## src/rtl/hdc_pkg.sv

```systemverilog
// ----------------------------------------------------------------------------
// hdc_pkg: shared types and constants for the humidity drying controller
// Field widths, register indexes, reset values and the state/result records.
// ----------------------------------------------------------------------------
package hdc_pkg;

  localparam int unsigned HumW     = 10;
  localparam int unsigned LostW    = 8;
  localparam int unsigned CountW   = 16;
  localparam int unsigned CfgDataW = 16;
  localparam int unsigned CfgIdxW  = 2;

  // register indexes
  localparam logic [CfgIdxW-1:0] RegHighThreshold = 2'd0;
  localparam logic [CfgIdxW-1:0] RegLowThreshold  = 2'd1;
  localparam logic [CfgIdxW-1:0] RegHeatTimeLimit = 2'd2;

  // register reset values
  localparam logic [HumW-1:0]   HighThresholdRst = 10'd500;
  localparam logic [HumW-1:0]   LowThresholdRst  = 10'd400;
  localparam logic [CountW-1:0] HeatTimeLimitRst = 16'd5400;

  localparam logic [CountW-1:0] CountMax = {CountW{1'b1}};

  typedef struct packed {
    logic [HumW-1:0]   high_threshold;
    logic [HumW-1:0]   low_threshold;
    logic [CountW-1:0] heat_time_limit;
  } hdc_cfg_t;

  typedef struct packed {
    logic              seen_high;
    logic              fell_low;
    logic              heating;
    logic              paused;
    logic              timing;
    logic              heater;
    logic [CountW-1:0] count;
  } hdc_state_t;

  typedef struct packed {
    logic              heater_on;
    logic              cycle_done;
    logic [CountW-1:0] elapsed;
  } hdc_result_t;

endpackage

```

## src/rtl/hdc_if.sv

```systemverilog
// ----------------------------------------------------------------------------
// hdc channel interfaces
// Valid/ready channels for sample items and result items.
// ----------------------------------------------------------------------------
interface hdc_sample_if;
  logic                           valid;
  logic                           ready;
  logic [hdc_pkg::HumW-1:0]       humidity;
  logic [hdc_pkg::LostW-1:0]      lost_samples;

  modport source (output valid, output humidity, output lost_samples, input ready);
  modport sink   (input valid, input humidity, input lost_samples, output ready);
endinterface

interface hdc_result_if;
  logic                           valid;
  logic                           ready;
  logic                           heater_on;
  logic                           cycle_done;
  logic [hdc_pkg::CountW-1:0]     elapsed;

  modport source (output valid, output heater_on, output cycle_done, output elapsed,
                  input ready);
  modport sink   (input valid, input heater_on, input cycle_done, input elapsed,
                  output ready);
endinterface

```

## src/rtl/hdc_step.sv

```systemverilog
// ----------------------------------------------------------------------------
// hdc_step: per-sample update of the drying cycle
// Phase flags, saturating tick count, heater control and timeout.
// ----------------------------------------------------------------------------
module hdc_step (
  input  hdc_pkg::hdc_cfg_t            cfg_i,
  input  hdc_pkg::hdc_state_t          state_i,
  input  logic [hdc_pkg::HumW-1:0]     humidity_i,
  input  logic [hdc_pkg::LostW-1:0]    lost_samples_i,
  output hdc_pkg::hdc_state_t          state_o,
  output hdc_pkg::hdc_result_t         result_o
);

  logic                          above_high;
  logic                          above_low;
  logic                          below_low;
  logic [hdc_pkg::CountW:0]      sum;

  assign above_high = humidity_i > cfg_i.high_threshold;
  assign above_low  = humidity_i > cfg_i.low_threshold;
  assign below_low  = humidity_i < cfg_i.low_threshold;
  assign sum = {1'b0, state_i.count} + {{hdc_pkg::CountW{1'b0}}, 1'b1}
             + {{(hdc_pkg::CountW + 1 - hdc_pkg::LostW){1'b0}}, lost_samples_i};

  always_comb begin
    hdc_pkg::hdc_state_t s;
    logic                done;
    s    = state_i;
    done = 1'b0;

    // arm, then start heating
    if (above_high) begin
      s.seen_high = 1'b1;
    end else if (s.seen_high && below_low) begin
      s.heating  = 1'b1;
      s.fell_low = 1'b1;
    end

    // pause / resume
    if (above_low && s.heating) begin
      s.paused  = 1'b1;
      s.heating = 1'b0;
    end else if (s.paused && s.seen_high && s.fell_low && below_low) begin
      s.paused  = 1'b0;
      s.heating = 1'b1;
    end

    // count on the timing flag held before this sample
    if (state_i.timing) begin
      s.count = sum[hdc_pkg::CountW] ? hdc_pkg::CountMax : sum[hdc_pkg::CountW-1:0];
    end

    if (s.seen_high || s.fell_low || s.heating || s.paused) begin
      if (s.heating && s.fell_low && s.seen_high) begin
        s.heater = 1'b1;
        s.timing = 1'b1;
      end else if (s.paused && s.fell_low && s.seen_high) begin
        s.heater = 1'b0;
        s.timing = 1'b0;
      end
      // timeout ends the cycle
      if ((s.count > cfg_i.heat_time_limit) && s.heating) begin
        s    = '0;
        done = 1'b1;
      end
    end

    state_o             = s;
    result_o.heater_on  = s.heater;
    result_o.cycle_done = done;
    result_o.elapsed    = s.count;
  end

endmodule

```

## src/rtl/humidity_drying_controller_top.sv

```systemverilog
// ----------------------------------------------------------------------------
// humidity_drying_controller_top: humidity-driven drying cycle controller
// Input register, single-pass update logic, result register.
// ----------------------------------------------------------------------------
// One humidity sample item is taken per cycle when the block is not stalled:
// an accepted item sits in the input register, is run through the update logic
// (threshold compares and one saturating 17-bit add) and lands in the result
// register once that register is empty or its result is being taken, where it
// is offered; items stream at one per clock while the result side takes them.
// The sample side keeps moving while a result waits, as long as the input
// register is free or drains into the result register in the same cycle.
// Thresholds and the heat time limit are written through the plain write
// port and must only be changed while no item is in flight. The controller
// state (phase flags, tick count, heater) is updated as each item enters
// the result register.
module humidity_drying_controller_top (
  input  logic                           clk_i,
  input  logic                           rst_ni,
  hdc_sample_if.sink                     in_i,
  hdc_result_if.source                   out_o,
  input  logic                           cfg_we_i,
  input  logic [hdc_pkg::CfgIdxW-1:0]    cfg_idx_i,
  input  logic [hdc_pkg::CfgDataW-1:0]   cfg_wdata_i
);

  // configuration registers
  hdc_pkg::hdc_cfg_t cfg_q;

  always_ff @(posedge clk_i or negedge rst_ni) begin
    if (!rst_ni) begin
      cfg_q.high_threshold  <= hdc_pkg::HighThresholdRst;
      cfg_q.low_threshold   <= hdc_pkg::LowThresholdRst;
      cfg_q.heat_time_limit <= hdc_pkg::HeatTimeLimitRst;
    end else if (cfg_we_i) begin
      case (cfg_idx_i)
        hdc_pkg::RegHighThreshold: cfg_q.high_threshold  <= cfg_wdata_i[hdc_pkg::HumW-1:0];
        hdc_pkg::RegLowThreshold:  cfg_q.low_threshold   <= cfg_wdata_i[hdc_pkg::HumW-1:0];
        hdc_pkg::RegHeatTimeLimit: cfg_q.heat_time_limit <= cfg_wdata_i;
        default: ; // unmapped index: ignored
      endcase
    end
  end

  // input register
  logic                           in_valid_q;
  logic [hdc_pkg::HumW-1:0]       hum_q;
  logic [hdc_pkg::LostW-1:0]      lost_q;
  logic                           advance;
  logic                           in_ready;

  // result register
  logic                           out_valid_q;
  hdc_pkg::hdc_result_t           res_q;
  hdc_pkg::hdc_result_t           res_d;

  // controller state
  hdc_pkg::hdc_state_t            st_q;
  hdc_pkg::hdc_state_t            st_d;

  assign advance  = in_valid_q && (!out_valid_q || out_o.ready);
  assign in_ready = !in_valid_q || advance;
  assign in_i.ready = in_ready;

  always_ff @(posedge clk_i or negedge rst_ni) begin
    if (!rst_ni) begin
      in_valid_q <= 1'b0;
    end else if (in_ready) begin
      in_valid_q <= in_i.valid;
    end
  end

  always_ff @(posedge clk_i) begin
    if (in_ready && in_i.valid) begin
      hum_q  <= in_i.humidity;
      lost_q <= in_i.lost_samples;
    end
  end

  hdc_step u_step (
    .cfg_i          (cfg_q),
    .state_i        (st_q),
    .humidity_i     (hum_q),
    .lost_samples_i (lost_q),
    .state_o        (st_d),
    .result_o       (res_d)
  );

  // state moves only when an item goes into the result register
  always_ff @(posedge clk_i or negedge rst_ni) begin
    if (!rst_ni) begin
      st_q <= '0;
    end else if (advance) begin
      st_q <= st_d;
    end
  end

  always_ff @(posedge clk_i or negedge rst_ni) begin
    if (!rst_ni) begin
      out_valid_q <= 1'b0;
    end else if (!out_valid_q || out_o.ready) begin
      out_valid_q <= in_valid_q;
    end
  end

  always_ff @(posedge clk_i) begin
    if (advance) begin
      res_q <= res_d;
    end
  end

  assign out_o.valid      = out_valid_q;
  assign out_o.heater_on  = res_q.heater_on;
  assign out_o.cycle_done = res_q.cycle_done;
  assign out_o.elapsed    = res_q.elapsed;

  // -------------------------------------------------------------------------
  // assertions
  // -------------------------------------------------------------------------

  // heater only runs while the cycle is being timed
  a_heater_timing: assert property (@(posedge clk_i) disable iff (!rst_ni)
    st_q.heater |-> st_q.timing)
    else $error("heater on without timing");

  // tick count only moves when timing was set, or is cleared by a timeout
  a_count_gated: assert property (@(posedge clk_i) disable iff (!rst_ni)
    !$past(st_q.timing) |-> (st_q.count == $past(st_q.count)) || (st_q.count == '0))
    else $error("tick count moved while not timing");

  // a timeout result reports the heater off and the count cleared
  a_done_clears: assert property (@(posedge clk_i) disable iff (!rst_ni)
    (out_valid_q && res_q.cycle_done) |-> (!res_q.heater_on && (res_q.elapsed == '0)))
    else $error("cycle end result not cleared");

  // a held input item is not lost while the result side stalls
  a_in_hold: assert property (@(posedge clk_i) disable iff (!rst_ni)
    (in_valid_q && !advance) |=> in_valid_q)
    else $error("input item dropped");

endmodule

```

## src/flat_wrapper.sv

```systemverilog
// flat-port wrapper written by rule: the top's interface ports become plain ports
module humidity_drying_controller_top_flat 
  (clk_i, rst_ni, cfg_we_i, cfg_idx_i, cfg_wdata_i, in_i_valid, in_i_humidity, in_i_lost_samples, in_i_ready, out_o_valid, out_o_heater_on, out_o_cycle_done, out_o_elapsed, out_o_ready);
  hdc_sample_if in_i_i ();
  hdc_result_if out_o_i ();
  input  logic clk_i;
  input  logic rst_ni;
  input  logic cfg_we_i;
  input  logic [hdc_pkg::CfgIdxW-1:0] cfg_idx_i;
  input  logic [hdc_pkg::CfgDataW-1:0] cfg_wdata_i;
  input wire logic [$bits(in_i_i.valid)-1:0] in_i_valid;
  input wire logic [$bits(in_i_i.humidity)-1:0] in_i_humidity;
  input wire logic [$bits(in_i_i.lost_samples)-1:0] in_i_lost_samples;
  output wire logic [$bits(in_i_i.ready)-1:0] in_i_ready;
  output wire logic [$bits(out_o_i.valid)-1:0] out_o_valid;
  output wire logic [$bits(out_o_i.heater_on)-1:0] out_o_heater_on;
  output wire logic [$bits(out_o_i.cycle_done)-1:0] out_o_cycle_done;
  output wire logic [$bits(out_o_i.elapsed)-1:0] out_o_elapsed;
  input wire logic [$bits(out_o_i.ready)-1:0] out_o_ready;
  assign in_i_i.valid = in_i_valid;
  assign in_i_i.humidity = in_i_humidity;
  assign in_i_i.lost_samples = in_i_lost_samples;
  assign in_i_ready = in_i_i.ready;
  assign out_o_valid = out_o_i.valid;
  assign out_o_heater_on = out_o_i.heater_on;
  assign out_o_cycle_done = out_o_i.cycle_done;
  assign out_o_elapsed = out_o_i.elapsed;
  assign out_o_i.ready = out_o_ready;
  humidity_drying_controller_top u_core (.clk_i(clk_i), .rst_ni(rst_ni), .in_i(in_i_i), .out_o(out_o_i), .cfg_we_i(cfg_we_i), .cfg_idx_i(cfg_idx_i), .cfg_wdata_i(cfg_wdata_i));
endmodule
```

## config.mk

```make
export PLATFORM = sky130hd
export DESIGN_NAME = humidity_drying_controller_top_flat
export DESIGN_NICKNAME = d
export VERILOG_FILES = /design/src/rtl/hdc_pkg.sv /design/src/rtl/hdc_if.sv /design/src/rtl/hdc_step.sv /design/src/rtl/humidity_drying_controller_top.sv /design/src/flat_wrapper.sv
export SDC_FILE = /design/constraint.sdc
export NUM_CORES = 1
export LEC_CHECK = 0
export ABC_AREA = 1
export BUFFER_PORTS_ARGS = -buffer_cell sky130_fd_sc_hd__buf_2
export CAP_MARGIN = 40
export CORE_ASPECT_RATIO = 1.25
export CORE_MARGIN = 4
export CORE_UTILIZATION = 55
export DETAILED_ROUTE_END_ITERATION = 12
export PLACE_DENSITY = 0.76
export SYNTH_ARGS = -nofsm -noshare
export SYNTH_HDL_FRONTEND = slang
export SYNTH_SLANG_ARGS = --single-unit
```

## constraint.sdc

```tcl
create_clock -name clk_i -period 3.8 [get_ports clk_i]
set_input_delay 1.14 -clock clk_i [delete_from_list [all_inputs] [get_ports clk_i]]
set_output_delay 1.14 -clock clk_i [all_outputs]
set_load 0.05 [all_outputs]
```

Word level (Yosys, flattened, before mapping)

Cells that the tools add are included.

Latch bits: 0
Input port bits: 41
Memory bits (writable): 0
ROM bits: 0
Output and inout bits: 20
Memories: 0
Register bits after elaboration: 96

Muxes and demuxes: 12
Equal/unequal tests: 2
$mul: 0
Add/sub/neg operators: 2
Shift-type cells: 0
Divide/modulo/power cells: 0
Bitwise gates (word level): 0
$lt $le $gt $ge: 4
Reduce and logical (&&, ||, !) cells: 25

Operator list:

| operator                                            | number |
|---|---|
| 2-to-1 mux 22 bit                                   | 2 |
| 2-to-1 mux 16 bit                                   | 2 |
| > comparator 10 bit                                 | 2 |
| adder 16 x 1 -> 17 bit, second input constant       | 1 |
| adder 17 x 8 -> 17 bit                              | 1 |
| > comparator 16 bit                                 | 1 |
| logical AND 1 bit                                   | 12 |
| 2-to-1 mux 2 bit                                    | 6 |
| < comparator 10 bit                                 | 1 |
| AND reduction 2 bit                                 | 3 |
| logical OR 1 bit                                    | 5 |
| AND reduction 3 bit                                 | 1 |
| nonzero test 3 bit                                  | 1 |
| equality test 2 x 1 -> 1 bit, second input constant | 1 |
| equality test 2 bit, second input constant          | 1 |
| logical NOT 1 bit                                   | 2 |
| logical NOT 2 bit                                   | 1 |
| 2-to-1 mux 1 bit                                    | 2 |

Longest topological paths before layout

Gate-level depths: netlist of run 1.

Depth after elaboration: 14
Mapped depth: 26
Depth with buffers taken out: 26

Hierarchy

Synthesis of run 1 repeated with hierarchy kept, for this count alone.

Cell total of the unflattened synthesis: 661
Area total of the unflattened synthesis: 5,655.4 sq um

By module, submodules not included:

| module                         | cells an instance | seq. area each (sq um) | area an instance (sq um) | times used |
|---|---|---|---|---|
| humidity_drying_controller_top | 302               | 2,600.0                | 3,530.9                  | 1 |
| hdc_step                       | 359               | 0.0                    | 2,124.5                  | 1 |

Least setup slack after synthesis of run 1

OpenSTA, ideal clock, no wires.

Path type: register to register
Start point: register u_core.st_q[0] in the netlist's numbering
End point: register u_core.res_q, in the netlist u_core.out_o.elapsed[6] (data pin)
Data required time: 3.545 ns
Arrival time: 3.116 ns
Cell stages (with the launch flop): 25
Period minus slack after synthesis: 3.371 ns
Path slack: 0.429 ns
Cell sequence: dfrtp_1 -> inv_1 -> ha_1 -> inv_1 -> fa_1 -> nand2_1 -> nor2_1 -> a211oi_2 -> o21ai_2 -> nand2_1 -> nand2_2 -> inv_2 -> nand2_1 -> o21ai_1 -> inv_1 -> ha_1 -> nand2_1 -> o21ai_0 -> nand2_1 -> o211ai_1 -> nand2_1 -> nand2_1 -> nand3_4 -> buf_6 -> and2_1

RTL lines:

| item                     | RTL line                              | RTL |
|---|---|---|
| start: declaration       | humidity_drying_controller_top.sv:57  | `hdc_pkg::hdc_state_t st_q;` |
| start signal: assignment | humidity_drying_controller_top.sv:93  | `st_q <= st_d;` |
| end signal: assignment   | humidity_drying_controller_top.sv:107 | `res_q <= res_d;` |
| end: declaration         | humidity_drying_controller_top.sv:53  | `hdc_pkg::hdc_result_t res_q;` |

==> results of run 1 <==
[how the worst max path moves through the flow]
stage | startpoint | end | slack, ps | cells after the start
floorplan | u_core.st_q[0] | u_core.out_o.elapsed[6] | 430 | 24
CTS | u_core.st_q[0] | u_core.out_o.elapsed[2] | 10 | 24
finish | u_core.st_q[0] | u_core.out_o.elapsed[7] | 110 | 21
global placement | u_core.st_q[0] | u_core.out_o.elapsed[2] | 180 | 24
global route | u_core.st_q[0] | u_core.st_q[17] | -100 | 24
detailed placement | u_core.st_q[0] | u_core.out_o.elapsed[2] | 50 | 24
[cell type report]
cell class / count / area [sq um] / share of cell area
Multi-Input combinational cell: 389 / 2440 / 0.388
Sequential cell: 96 / 2600 / 0.413
Tap cell: 123 / 154 / 0.0245
Timing Repair Buffer: 76 / 428 / 0.0680
Clock buffer: 10 / 239 / 0.0380
Clock inverter: 6 / 33.8 / 0.00537
Inverter: 98 / 385 / 0.0612
Timing Repair inverter: 1 / 8.76 / 0.00139
[synthesized netlist by cell type]
cell,number,area share
nor3_2,1,0.0019
fa_1,1,0.0038
or2_0,1,0.0012
inv_2,3,0.0021
nor2_1,26,0.019
o21ai_2,4,0.0067
a31oi_2,1,0.0024
nor3b_1,1,0.0014
a211oi_2,1,0.0024
nor3_1,3,0.0029
nand2_4,1,0.0021
dfstp_2,14,0.070
nand3_1,27,0.026
o211ai_1,1,0.0014
nand3_4,1,0.0033
inv_1,94,0.067
inv_4,1,0.0012
o21ai_0,41,0.039
clkbuf_1,12,0.0086
nor2_2,10,0.012
nand4_1,6,0.0071
or2_2,1,0.0012
nor2_4,1,0.0021
a21boi_1,2,0.0029
a211oi_1,1,0.0014
o21ai_1,10,0.0095
a31oi_1,2,0.0024
dfrtp_1,46,0.22
nor4_4,1,0.0040
nand3b_1,1,0.0014
a21o_1,1,0.0014
a21oi_1,25,0.024
edfxtp_1,36,0.21
o21bai_1,2,0.0029
nand2_1,153,0.11
ha_1,44,0.10
nand3_2,2,0.0038
nand2_2,6,0.0071
xor2_1,5,0.0083
o22ai_1,3,0.0036
buf_6,1,0.0021
and2_1,2,0.0024
[logic make-up after synthesis]
kind of cell    count (synthesis)
simple gates                  244
buf+inv                       111
flops                          96
compound gates                 94
fa+ha+maj                      45
xor+xnor                        5
[state kept, by name (all words and copies together) (netlist names)]
signal	flops
u_core.cfg_q	36
u_core.hum_q	10
u_core.in_valid_q	1
u_core.lost_q	8
u_core.out_o.cycle_done	1
u_core.out_o.elapsed	16
u_core.out_o.heater_on	1
u_core.out_o.valid	1
u_core.st_q	22
[placed cells by master, fill, tap and decap left out, drive strengths merged, types with 3 or more instances in the layout]
cell type	netlist	final
nand2	160	160
inv	98	99
buf	1	76
o21ai	55	55
dfrtp	46	46
ha	44	44
nor2	37	37
edfxtp	36	36
nand3	30	31
a21oi	25	25
dfstp	14	14
clkbuf	12	10
nand4	6	6
xor2	5	5
clkinv	0	5
nor3	4	4
o22ai	3	3
a31oi	3	3
[power groups by stage]
| stage | Combinational, uW | Sequential, uW | Clock (uW) |
|---|---|---|---|
| 6_report | 1980 | 1540 | 832 |
| 5_1_grt | 2200 | 1560 | 893 |
| 4_1_cts | 1600 | 1510 | 848 |
| 3_5_place_dp | 1590 | 1530 | 0 |
| 3_3_place_gp | 1540 | 1520 | 0 |
| 2_1_floorplan | 1020 | 1670 | 0 |
[worst reg2reg max path, delay by kind of cell (launching register included)]
kind / cells / cell delay (ps)
adders and majority gates: 3 / 850
DFF: 1 / 400
AOI/OAI and AO/OA: 4 / 730
and+or+nand+nor: 11 / 1250
buffers and inverters: 3 / 230
[per-layer routing]
layer  global-route usage  share of wire
met5                    0              0
met4                0.135          0.049
met3               0.0301          0.041
met2                0.370           0.52
met1                0.246           0.39
[repair_timing]
action	4_1_cts	5_1_grt
pin swaps	0	17
setup endpoints to repair	7	39
cloned	0	2
resized for setup	1	56
buffers inserted	0	7
[through the flow]
| stage | area [sq um] | cells | TNS (ps) | hold WS, ps |
|---|---|---|---|---|
| floorplan | 5260 | 595 | 0 | 449 |
| global placement | 5720 | 774 | 0 | 465 |
| detailed placement | 5720 | 774 | 0 | 474 |
| CTS | 6000 | 790 | 0 | 489 |
| global route | 6290 | 799 | -1570 | 513 |
| finish | 6290 | 799 | 0 | 485 |
==> out/qor.yml, run 1 <==
drive_above_1_share: 0.269
report.final.slew_viol_count: 0
synth_top_family_by_area: "simple AND/OR/NAND/NOR gates"
outcome: "complete, no violations"
grt_pass1_wl_um: 18900
worst_slew_pin_slew_ps: 845
ys_warn_count: 0
postSynthCellCount: 595
drv_cap: 0
grt_overflow: 0
synthesis.nets: 681
n_fill_cell: 731
hold_viol: 0
worstHoldPathCells: 2
regToRegSetupSlack_ps: 110
design.core.area_sq_mm: 0.00922
power.density_mw_per_mm2: 691
worstPathArrival_ps: 3790
grt_use_total: 0.216
clk_pin_slew_ps: 60
cp_num_buf_inv: 3
synth_area_sq_mm: 0.00526
clk_latency_ps: 340
dp_hpwl_um: 8570
cp_common_cell: "nand2_2"
worst_setup_path_end_kind: "flip-flop"
dpl_worst_slack_ps: 48.4
synthAdderAreaFrac: 0.109
postCtsHoldBufs: 0
ant_nets: 0
die_width_um: 95.4
synth_cell_type_count: 42
rr_endpoint: "u_core.out_o.elapsed[7]"
critical_path.max_fanout: 8
cts_made_buffers: 9
drc: 0
setup_viol: 0
vdd_drop_max_v: 0.000328
min_period_ps: 3690
grt_pass1_vias: 4229
synthMuxAreaShare: 0
worstSetupPathType: "flip-flop to flip-flop"
r2r.worst_path.cells: 21
yosysSeqAreaShare: 0.495
p_sw_uw: 1780
wirelength_um: 11900
die_area_sq_mm: 0.0112
dr.pass1.iters: 5
io-pin-count: 61
syn_avg_cell_area_sq_um: 8.83
num_antenna_cells: 0
post-route-util: 0.682
slew_headroom: 0.435
avgViaCountPerCell: 5.27
die_h_um: 117
fin_nets: 757
p_comb_frac: 0.456
portBuffers: 60
yosys.area_share.simple: 0.208
vias: 4213
internal_power_uw: 2570
area_growth_pct: 19.7
max_freq_ghz: 0.271
ys_ff_latch: 96
place.gp.congestion: 0.952
wl_per_cell_um: 14.9
timing.final.ws_setup_ps: 112
hold_end: "u_core.cfg_q[1]"
finalCritPeriodShare: 0.970
hold_start: "u_core.cfg_q[1]"
cp.required_ps: 3900
cts_max_path_buffers: 2
cts_tree: "done"
cts-root-buf: "clkbuf_16"
hp-class: "flip-flop to flip-flop"
finalPower_uw: 4350
first_iter_violations: 229
cp_top_family: "simple AND/OR/NAND/NOR gates"
synth-xor-area-share: 0.00833
power_frac_clock: 0.191
cts.sinks: 96
max_stage_delay_ps: 400
grt_setup_unrepaired: "yes"
htree_levels: 3
rows: 39
seqPwrFrac: 0.353
start_util: 0.570
synth_compound_area_frac: 0.0997
p_leak_uw: 0.00314
skew_ps: 5.32
grt_max_degree: 36
antenna_found_initial: 0
sw_frac_of_total: 0.409
slowest_stage: "dfrtp_1"
regToRegStartpoint: "u_core.st_q[0]"
cp-start-kind: "flip-flop"
crit_chain: "inv_2 -> ha_4 -> inv_2 -> fa_2 -> nand2_2 -> nor2_2 -> a211oi_2 -> o21ai_2 -> nand2_2 -> nand2_4 -> o22ai_2 -> inv_1 -> ha_1 -> nand2_2 -> nor2_4 -> nand2_1 -> o211ai_1 -> nand2_1 -> nand2_2 -> nand3_4 -> and2_4"
Note: power is estimated with default switching activity, not from simulation.
==> run 2, diff against run 1 <==
--- a/config.mk
+++ b/config.mk
@@ -5,7 +5,6 @@
 export SDC_FILE = /design/constraint.sdc
 export NUM_CORES = 1
 export LEC_CHECK = 0
-export ABC_AREA = 1
 export BUFFER_PORTS_ARGS = -buffer_cell sky130_fd_sc_hd__buf_2
 export CAP_MARGIN = 40
 export CORE_ASPECT_RATIO = 1.25
==> out/qor.yml, run 2 <==
place.gp.congestion: 0.846  # was 0.952
cts.sinks: 96  # unchanged
worst_slew_pin_slew_ps: 810  # was 845 ps
cp-start-kind: "flip-flop"  # unchanged
avgViaCountPerCell: 6.06  # was 5.27
num_antenna_cells: 0  # unchanged
drv_cap: 0  # unchanged
power.density_mw_per_mm2: 838  # was 691 mW/mm^2
critical_path.max_fanout: 12  # was 8
hold_viol: 0  # unchanged
final_cells: 751  # was 799
final_common_cell: "buf_4"  # was nand2_1
timing.critical_path.from: "u_core.lost_q[1]"  # was u_core.st_q[0]
cts_made_buffers: 9  # unchanged
top_register: "u_core.cfg_q"  # unchanged
synth_common_cells: "59 x inv_1, 46 x dfrtp_1, 44 x ha_1, 36 x edfxtp_1"  # was 153 x nand2_1, 94 x inv_1, 46 x dfrtp_1, 44 x ha_1, 41 x o21ai_0
r2r.worst_path.cells: 16  # was 21
synthesis.nets: 566  # was 681
cts_max_path_buffers: 2  # unchanged
regToRegStartpoint: "u_core.lost_q[1]"  # was u_core.st_q[0]
grt_overflow: 0  # unchanged
dp_hpwl_um: 8620  # was 8570 um
clk_pin_slew_ps: 60  # about the same
rr_endpoint: "u_core.out_o.elapsed[8]"  # was u_core.out_o.elapsed[7]
syn_avg_cell_area_sq_um: 10.8  # was 8.83 sq um
antenna_found_initial: 0  # unchanged
largest_reg_flops: 36  # unchanged
slew_headroom: 0.459  # was 0.435
drc: 0  # unchanged
vdd_drop_max_v: 0.000367  # was 0.000328 V
wirelength_um: 15500  # was 11900 um
worst_setup_path_end_kind: "flip-flop"  # unchanged
min_period_ps: 4120  # was 3690 ps
cts_tree: "done"  # unchanged
setup_viol: 40  # was 0
report.final.slew_viol_count: 0  # unchanged
hp-class: "flip-flop to flip-flop"  # unchanged
grt_setup_unrepaired: "yes"  # unchanged
first_iter_violations: 374  # was 229
grt_pass1_vias: 4613  # was 4229
crit_end: "u_core.out_o.elapsed[8]"  # was u_core.out_o.elapsed[7]
ys_ff_latch: 96  # unchanged
portBuffers: 60  # unchanged
die_h_um: 117  # about the same
synth_top_flop_cell: "dfrtp_1"  # unchanged
worstPathArrival_ps: 4210  # was 3790 ps
async_flop_share: 0.625  # unchanged
timing.final.ws_setup_ps: -319  # was 112 ps
grt_pass1_wl_um: 21700  # was 18900 um
synth_edf_count: 36  # unchanged
p_leak_uw: 0.00321  # was 0.00314 uW
grt_use_total: 0.256  # was 0.216
violations: "setup timing"
outcome: "finished, violations left"  # was complete, no violations
post_dp_cell_area_sq_mm: 0.00596  # was 0.00572 sq mm
skew_ps: 15.3  # was 5.32 ps
design_area_sq_mm: 0.00716  # was 0.00629 sq mm
start_util: 0.567  # was 0.570
cp.required_ps: 3890  # was 3900 ps
worstSetupPathType: "flip-flop to flip-flop"  # unchanged
die_area_sq_mm: 0.0111  # was 0.0112 sq mm
clk_latency_ps: 360  # was 340 ps
die_width_um: 95.0  # was 95.4 um
ys_warn_count: 0  # unchanged
synth_area_sq_mm: 0.00520  # was 0.00526 sq mm
dp_cells: 694  # was 774
wl_per_cell_um: 20.7  # was 14.9 um
vias: 4549  # was 4213
ant_nets: 0  # unchanged
regToRegSetupSlack_ps: -320  # was 110 ps
cts-root-buf: "clkbuf_16"  # unchanged
n_fill_cell: 560  # was 731
finalCritPeriodShare: 1.08  # was 0.970
dr.pass1.iters: 5  # unchanged
grt_max_degree: 37  # was 36
htree_levels: 3  # unchanged
yosysSeqAreaShare: 0.500  # was 0.495
max_freq_ghz: 0.243  # was 0.271 GHz
fin_nets: 709  # was 757
rows: 39  # unchanged
yosys.area.top_type: "dfrtp_1"  # unchanged
io-pin-count: 61  # unchanged
synth_top_cell_area_share: 0.221  # was 0.219
most-common-layout-cells: "73 x buf_4, 60 x buf_2, 51 x inv_1"  # was 144 x nand2_1, 88 x inv_1, 60 x buf_2
synthTopCellsByArea: "dfrtp_1 22%, edfxtp_1 21%, ha_1 11%"  # was dfrtp_1 22%, edfxtp_1 21%, nand2_1 11%
worstHoldPathCells: 1  # was 2
synth_cell_type_count: 55  # was 42
drive_above_1_share: 0.465  # was 0.269
design.core.area_sq_mm: 0.00917  # was 0.00922 sq mm
synth_most_common_cell: "inv_1"  # was nand2_1
area_growth_pct: 37.8  # was 19.7%
postSynthCellCount: 480  # was 595
[run 2: cell count changes after synthesis, sizes merged, moves of 9 or more]
cell and change:
inv -39, o21ai -22, nand3 -22, mux2 +29
nand2 -125, a211oi +9
[run 2: layer usage]
layer / track usage / vias to the layer above / routed length, um
met4: 0.137 / 0 / 753
met3: 0.0477 / 75 / 948
met5: 0 / - / 0
met1: 0.288 / 2230 / 5590
met2: 0.458 / 241 / 8230
li1: - / 2003 / -
[run 2: worst min-delay path by stage]
stage / from / end / slack [ps]
after floorplan: u_core.in_valid_q / u_core.out_o.valid / 460
final: u_core.cfg_q[22] / u_core.cfg_q[22] / 510
after CTS: u_core.cfg_q[2] / u_core.cfg_q[2] / 510
after global routing: u_core.cfg_q[14] / u_core.cfg_q[14] / 530
after detailed placement: u_core.in_valid_q / u_core.out_o.valid / 490
after global placement: u_core.in_valid_q / u_core.out_o.valid / 470
[run 2: worst max-delay path, stage by stage, from the launching register on]
cell and delay [ps]:
edfxtp_1 390, ha_1 330, nor2b_4 140, o31a_1 330, o31ai_4 350, a211oi_4 140, o211ai_1 310, xor2_1 280
nand2_1 150, ha_4 300, nand4_1 140, nor3_4 180, a21boi_2 200, o21ai_2 90, nor2_4 260, buf_12 180
nor2_1 70
[run 2: kinds of logic after synthesis]
logic type	share of synthesized area
AND/OR/NAND/NOR	0.110
XOR/XNOR	0.00843
adder cells (fa/ha/maj)	0.110
multiplexers	0.0628
flip-flops	0.500
AO/OA/AOI/OAI	0.157
buffers and inverters	0.0513
[run 2: what timing repair did]
item	4_1_cts	5_1_grt
buffers inserted	27	14
resized for setup	49	68
pin swaps	10	40
hold buffers	0	0
cloned	2	1
setup endpoints to repair	40	40
[run 2: layout make-up]
type                            count  area, sq um  share of cell area
Multi-Input combinational cell    314         2900               0.405
Clock buffer                       12          256              0.0358
Timing Repair Buffer              143         1010               0.141
Sequential cell                    96         2600               0.363
Tap cell                          123          154              0.0215
Inverter                           59          221              0.0309
Clock inverter                      4         20.0             0.00280
[run 2: where the power goes]
group          internal, uW  switching, uW
registers              1380            178
clock network           475            383
logic                  1670           1910
[run 2: through the flow]
stage	hold WS, ps	util	power, uW	setup slack (ps)	setup TNS, ps
6_report	508	0.781	6000	-319	-10930
5_1_grt	526	0.781	6260	-420	-14410
4_1_cts	508	0.733	5110	-59.4	-363
3_5_place_dp	486	0.649	3660	-323	-9910
3_3_place_gp	471	0.649	3540	-230	-5940
2_1_floorplan	457	-	2910	7.80	0
==> run 3, diff against run 2 <==
--- a/config.mk
+++ b/config.mk
@@ -14,4 +14,5 @@
 export PLACE_DENSITY = 0.76
 export SYNTH_ARGS = -nofsm -noshare
 export SYNTH_HDL_FRONTEND = slang
+export SYNTH_HIERARCHICAL = 1
 export SYNTH_SLANG_ARGS = --single-unit
==> out/qor.yml, run 3 <==
slew_headroom: 0.413  # was 0.459
ys_ff_latch: 96  # unchanged
top_register: "u_core/cfg_q"  # was u_core.cfg_q
wirelength_um: 11400  # was 15500 um
synth_most_common_cell: "mux2_2"  # was inv_1
portBuffers: 60  # unchanged
postCtsHoldBufs: 0  # unchanged
start_util: 0.561  # was 0.567
cp-start-kind: "flip-flop"  # unchanged
timing.final.ws_setup_ps: -553  # was -319 ps
clk_latency_ps: 350  # was 360 ps
die_width_um: 96.3  # was 95.0 um
drive_above_1_share: 0.459  # was 0.465
power.density_mw_per_mm2: 726  # was 838 mW/mm^2
design.core.area_sq_mm: 0.00956  # was 0.00917 sq mm
worst_slew_pin_slew_ps: 869  # was 810 ps
vias: 3732  # was 4549
p_sw_uw: 1700  # was 2470 uW
skew_ps: 6.01  # was 15.3 ps
setup_viol: 40  # unchanged
p_comb_frac: 0.473  # was 0.597
num_antenna_cells: 0  # unchanged
htree_levels: 3  # unchanged
holdWs_ps: 504  # was 508 ps
cts_max_path_buffers: 2  # unchanged
synth_top_flop_cell: "dfrtp_1"  # unchanged
outcome: "finished, violations left"  # unchanged
seqPwrFrac: 0.317  # was 0.260
largest_reg_flops: 36  # unchanged
cp.required_ps: 4030  # was 3890 ps
power_frac_clock: 0.210  # was 0.143
worstSetupPathType: "flip-flop to flip-flop"  # unchanged
hp-class: "flip-flop to flip-flop"  # unchanged
cts-root-buf: "clkbuf_16"  # unchanged
clk_pin_slew_ps: 60  # about the same
syn_avg_cell_area_sq_um: 12.1  # was 10.8 sq um
synth_top_cell_area_share: 0.215  # was 0.221
design_area_sq_mm: 0.00657  # was 0.00716 sq mm
yosysSeqAreaShare: 0.485  # was 0.500
area_growth_pct: 22.6  # was 37.8%
worst_setup_path_end_kind: "flip-flop"  # unchanged
place.gp.congestion: 0.904  # was 0.846
dr.pass1.iters: 5  # unchanged
hold_start: "u_core/cfg_q[1]"  # was u_core.cfg_q[22]
synth_edf_count: 36  # unchanged
dp_hpwl_um: 8240  # was 8620 um
grt_max_degree: 28  # was 37
async_flop_share: 0.625  # unchanged
rows: 40  # was 39
synthesis.nets: 530  # was 566
min_period_ps: 4350  # was 4120 ps
drv_cap: 0  # unchanged
timing.critical_path.from: "u_core/lost_q[0]"  # was u_core.lost_q[1]
synthTopCellsByArea: "dfrtp_1 21%, edfxtp_1 20%, mux2_2 11%"  # was dfrtp_1 22%, edfxtp_1 21%, ha_1 11%
synth_cell_type_count: 53  # was 55
report.final.slew_viol_count: 0  # unchanged
ant_nets: 0  # unchanged
post_dp_cell_area_sq_mm: 0.00596  # about the same
p_leak_uw: 0.00300  # was 0.00321 uW
grt_overflow: 0  # unchanged
io-pin-count: 61  # unchanged
grt_pass1_wl_um: 18400  # was 21700 um
cts.sinks: 96  # unchanged
synth_common_cells: "50 x mux2_2, 46 x dfrtp_1, 44 x ha_1, 43 x inv_1, 36 x edfxtp_1"  # was 59 x inv_1, 46 x dfrtp_1, 44 x ha_1, 36 x edfxtp_1
fin_nets: 619  # was 709
max_freq_ghz: 0.230  # was 0.243 GHz
postSynthCellCount: 444  # was 480
die_area_sq_mm: 0.0114  # was 0.0111 sq mm
grt_pass1_vias: 3871  # was 4613
drc: 0  # unchanged
regToRegStartpoint: "u_core/lost_q[0]"  # was u_core.lost_q[1]
yosys.area.top_type: "dfrtp_1"  # unchanged
finalPower_uw: 4770  # was 6000 uW
cts_made_buffers: 9  # unchanged
hold_viol: 0  # unchanged
grt_use_total: 0.208  # was 0.256
first_iter_violations: 156  # was 374
grt_setup_unrepaired: "yes"  # unchanged
final_common_cell: "buf_2"  # was buf_4
antenna_found_initial: 0  # unchanged
critical_path.max_fanout: 5  # was 12
ys_warn_count: 6  # was 0
finalCritPeriodShare: 1.15  # was 1.08
sw_frac_of_total: 0.356  # was 0.411
violations: "setup timing"  # unchanged
vdd_drop_max_v: 0.000320  # was 0.000367 V
die_h_um: 118  # was 117 um
synth_area_sq_mm: 0.00536  # was 0.00520 sq mm
cts_tree: "done"  # unchanged
tns_ps: -18500  # was -10930 ps
most-common-layout-cells: "60 x buf_2, 46 x dfrtp_1, 44 x mux2_2"  # was 73 x buf_4, 60 x buf_2, 51 x inv_1
internal_power_uw: 3070  # was 3530 uW
wl_per_cell_um: 17.2  # was 20.7 um
avgViaCountPerCell: 5.62  # was 6.06
worstPathArrival_ps: 4590  # was 4210 ps
==> run 3: kinds of logic (layout without fill, tap and decap cells) <==
group,Yosys count,in the layout,synth area share
xor gates and xnor gates,6,6,0.00981
AOI/OAI and AO/OA,72,72,0.0899
DFF,96,96,0.485
and+or+nand+nor,93,93,0.101
buffers and inverters,70,164,0.0686
adders and majority gates,45,45,0.106
muxes,62,62,0.139
==> run 3: critical path, stage by stage (launching register included) <==
cell	delay [ps]
edfxtp_1	360
inv_1	80
ha_2	200
inv_2	40
fa_2	340
a211oi_2	260
o21bai_2	120
a2111oi_4	360
nor3_2	100
and3_1	190
mux2_4	330
ha_4	280
nand4_1	100
or2_4	240
or2_4	230
a21oi_2	110
o31ai_2	70
nand3b_4	230
clkbuf_16	190
and2_4	150
mux2_2	260
==> run 3: final cells by class <==
class / count / area [sq um]
fill: 684 / 2990
timing repair buffer: 104 / 672
clock buffer: 13 / 303
inverter: 44 / 168
clock inverter: 3 / 42.5
tap: 126 / 158
sequential: 96 / 2600
multi-input combinational: 278 / 2630
==> run 3: final timing paths <==
kind | endpoint | slack (ps) | cells after the start
worst min register to register | u_core/cfg_q[1] | 500 | 1
min in group asynchronous | u_core/st_q[15] | 640 | 1
max in group asynchronous | u_core/cfg_q[4] | 2510 | 2
worst max register to register | u_core/st_q[4] | -550 | 20
worst max-delay path | u_core/st_q[4] | -550 | 20
worst min-delay path | u_core/cfg_q[1] | 500 | 1
==> run 3: metal layers <==
metal / part of all wire / global-route usage / up-vias
met2: 0.54 / 0.356 / 111
met5: 0 / 0 / -
met3: 0.042 / 0.0331 / 24
met4: 0.031 / 0.0925 / 0
li1: - / - / 1755
met1: 0.39 / 0.251 / 1842
==> run 3: power by group through the flow <==
| stage | registers, uW | clock network (uW) | logic (uW) |
|---|---|---|---|
| finish | 1510 | 999 | 2260 |
| global route | 1540 | 1060 | 2450 |
| CTS | 1510 | 1020 | 2130 |
| detailed placement | 1530 | 0 | 1970 |
| global placement | 1520 | 0 | 1890 |
| floorplan | 1720 | 0 | 1370 |
==> run 3: stage by stage <==
stage,std cells,util,setup slack (ps)
2_1_floorplan,444,-,-444
5_1_grt,664,0.688,-738
4_1_cts,660,0.676,-541
3_3_place_gp,635,0.622,-474
6_report,664,0.688,-553
3_5_place_dp,637,0.624,-629
==> run 3: timing repair <==
action / CTS / global route
pin swaps: 13 / 14
buffers inserted: 7 / 3
resized for setup: 18 / 14
setup endpoints to repair: 40 / 40
cloned: 0 / 1
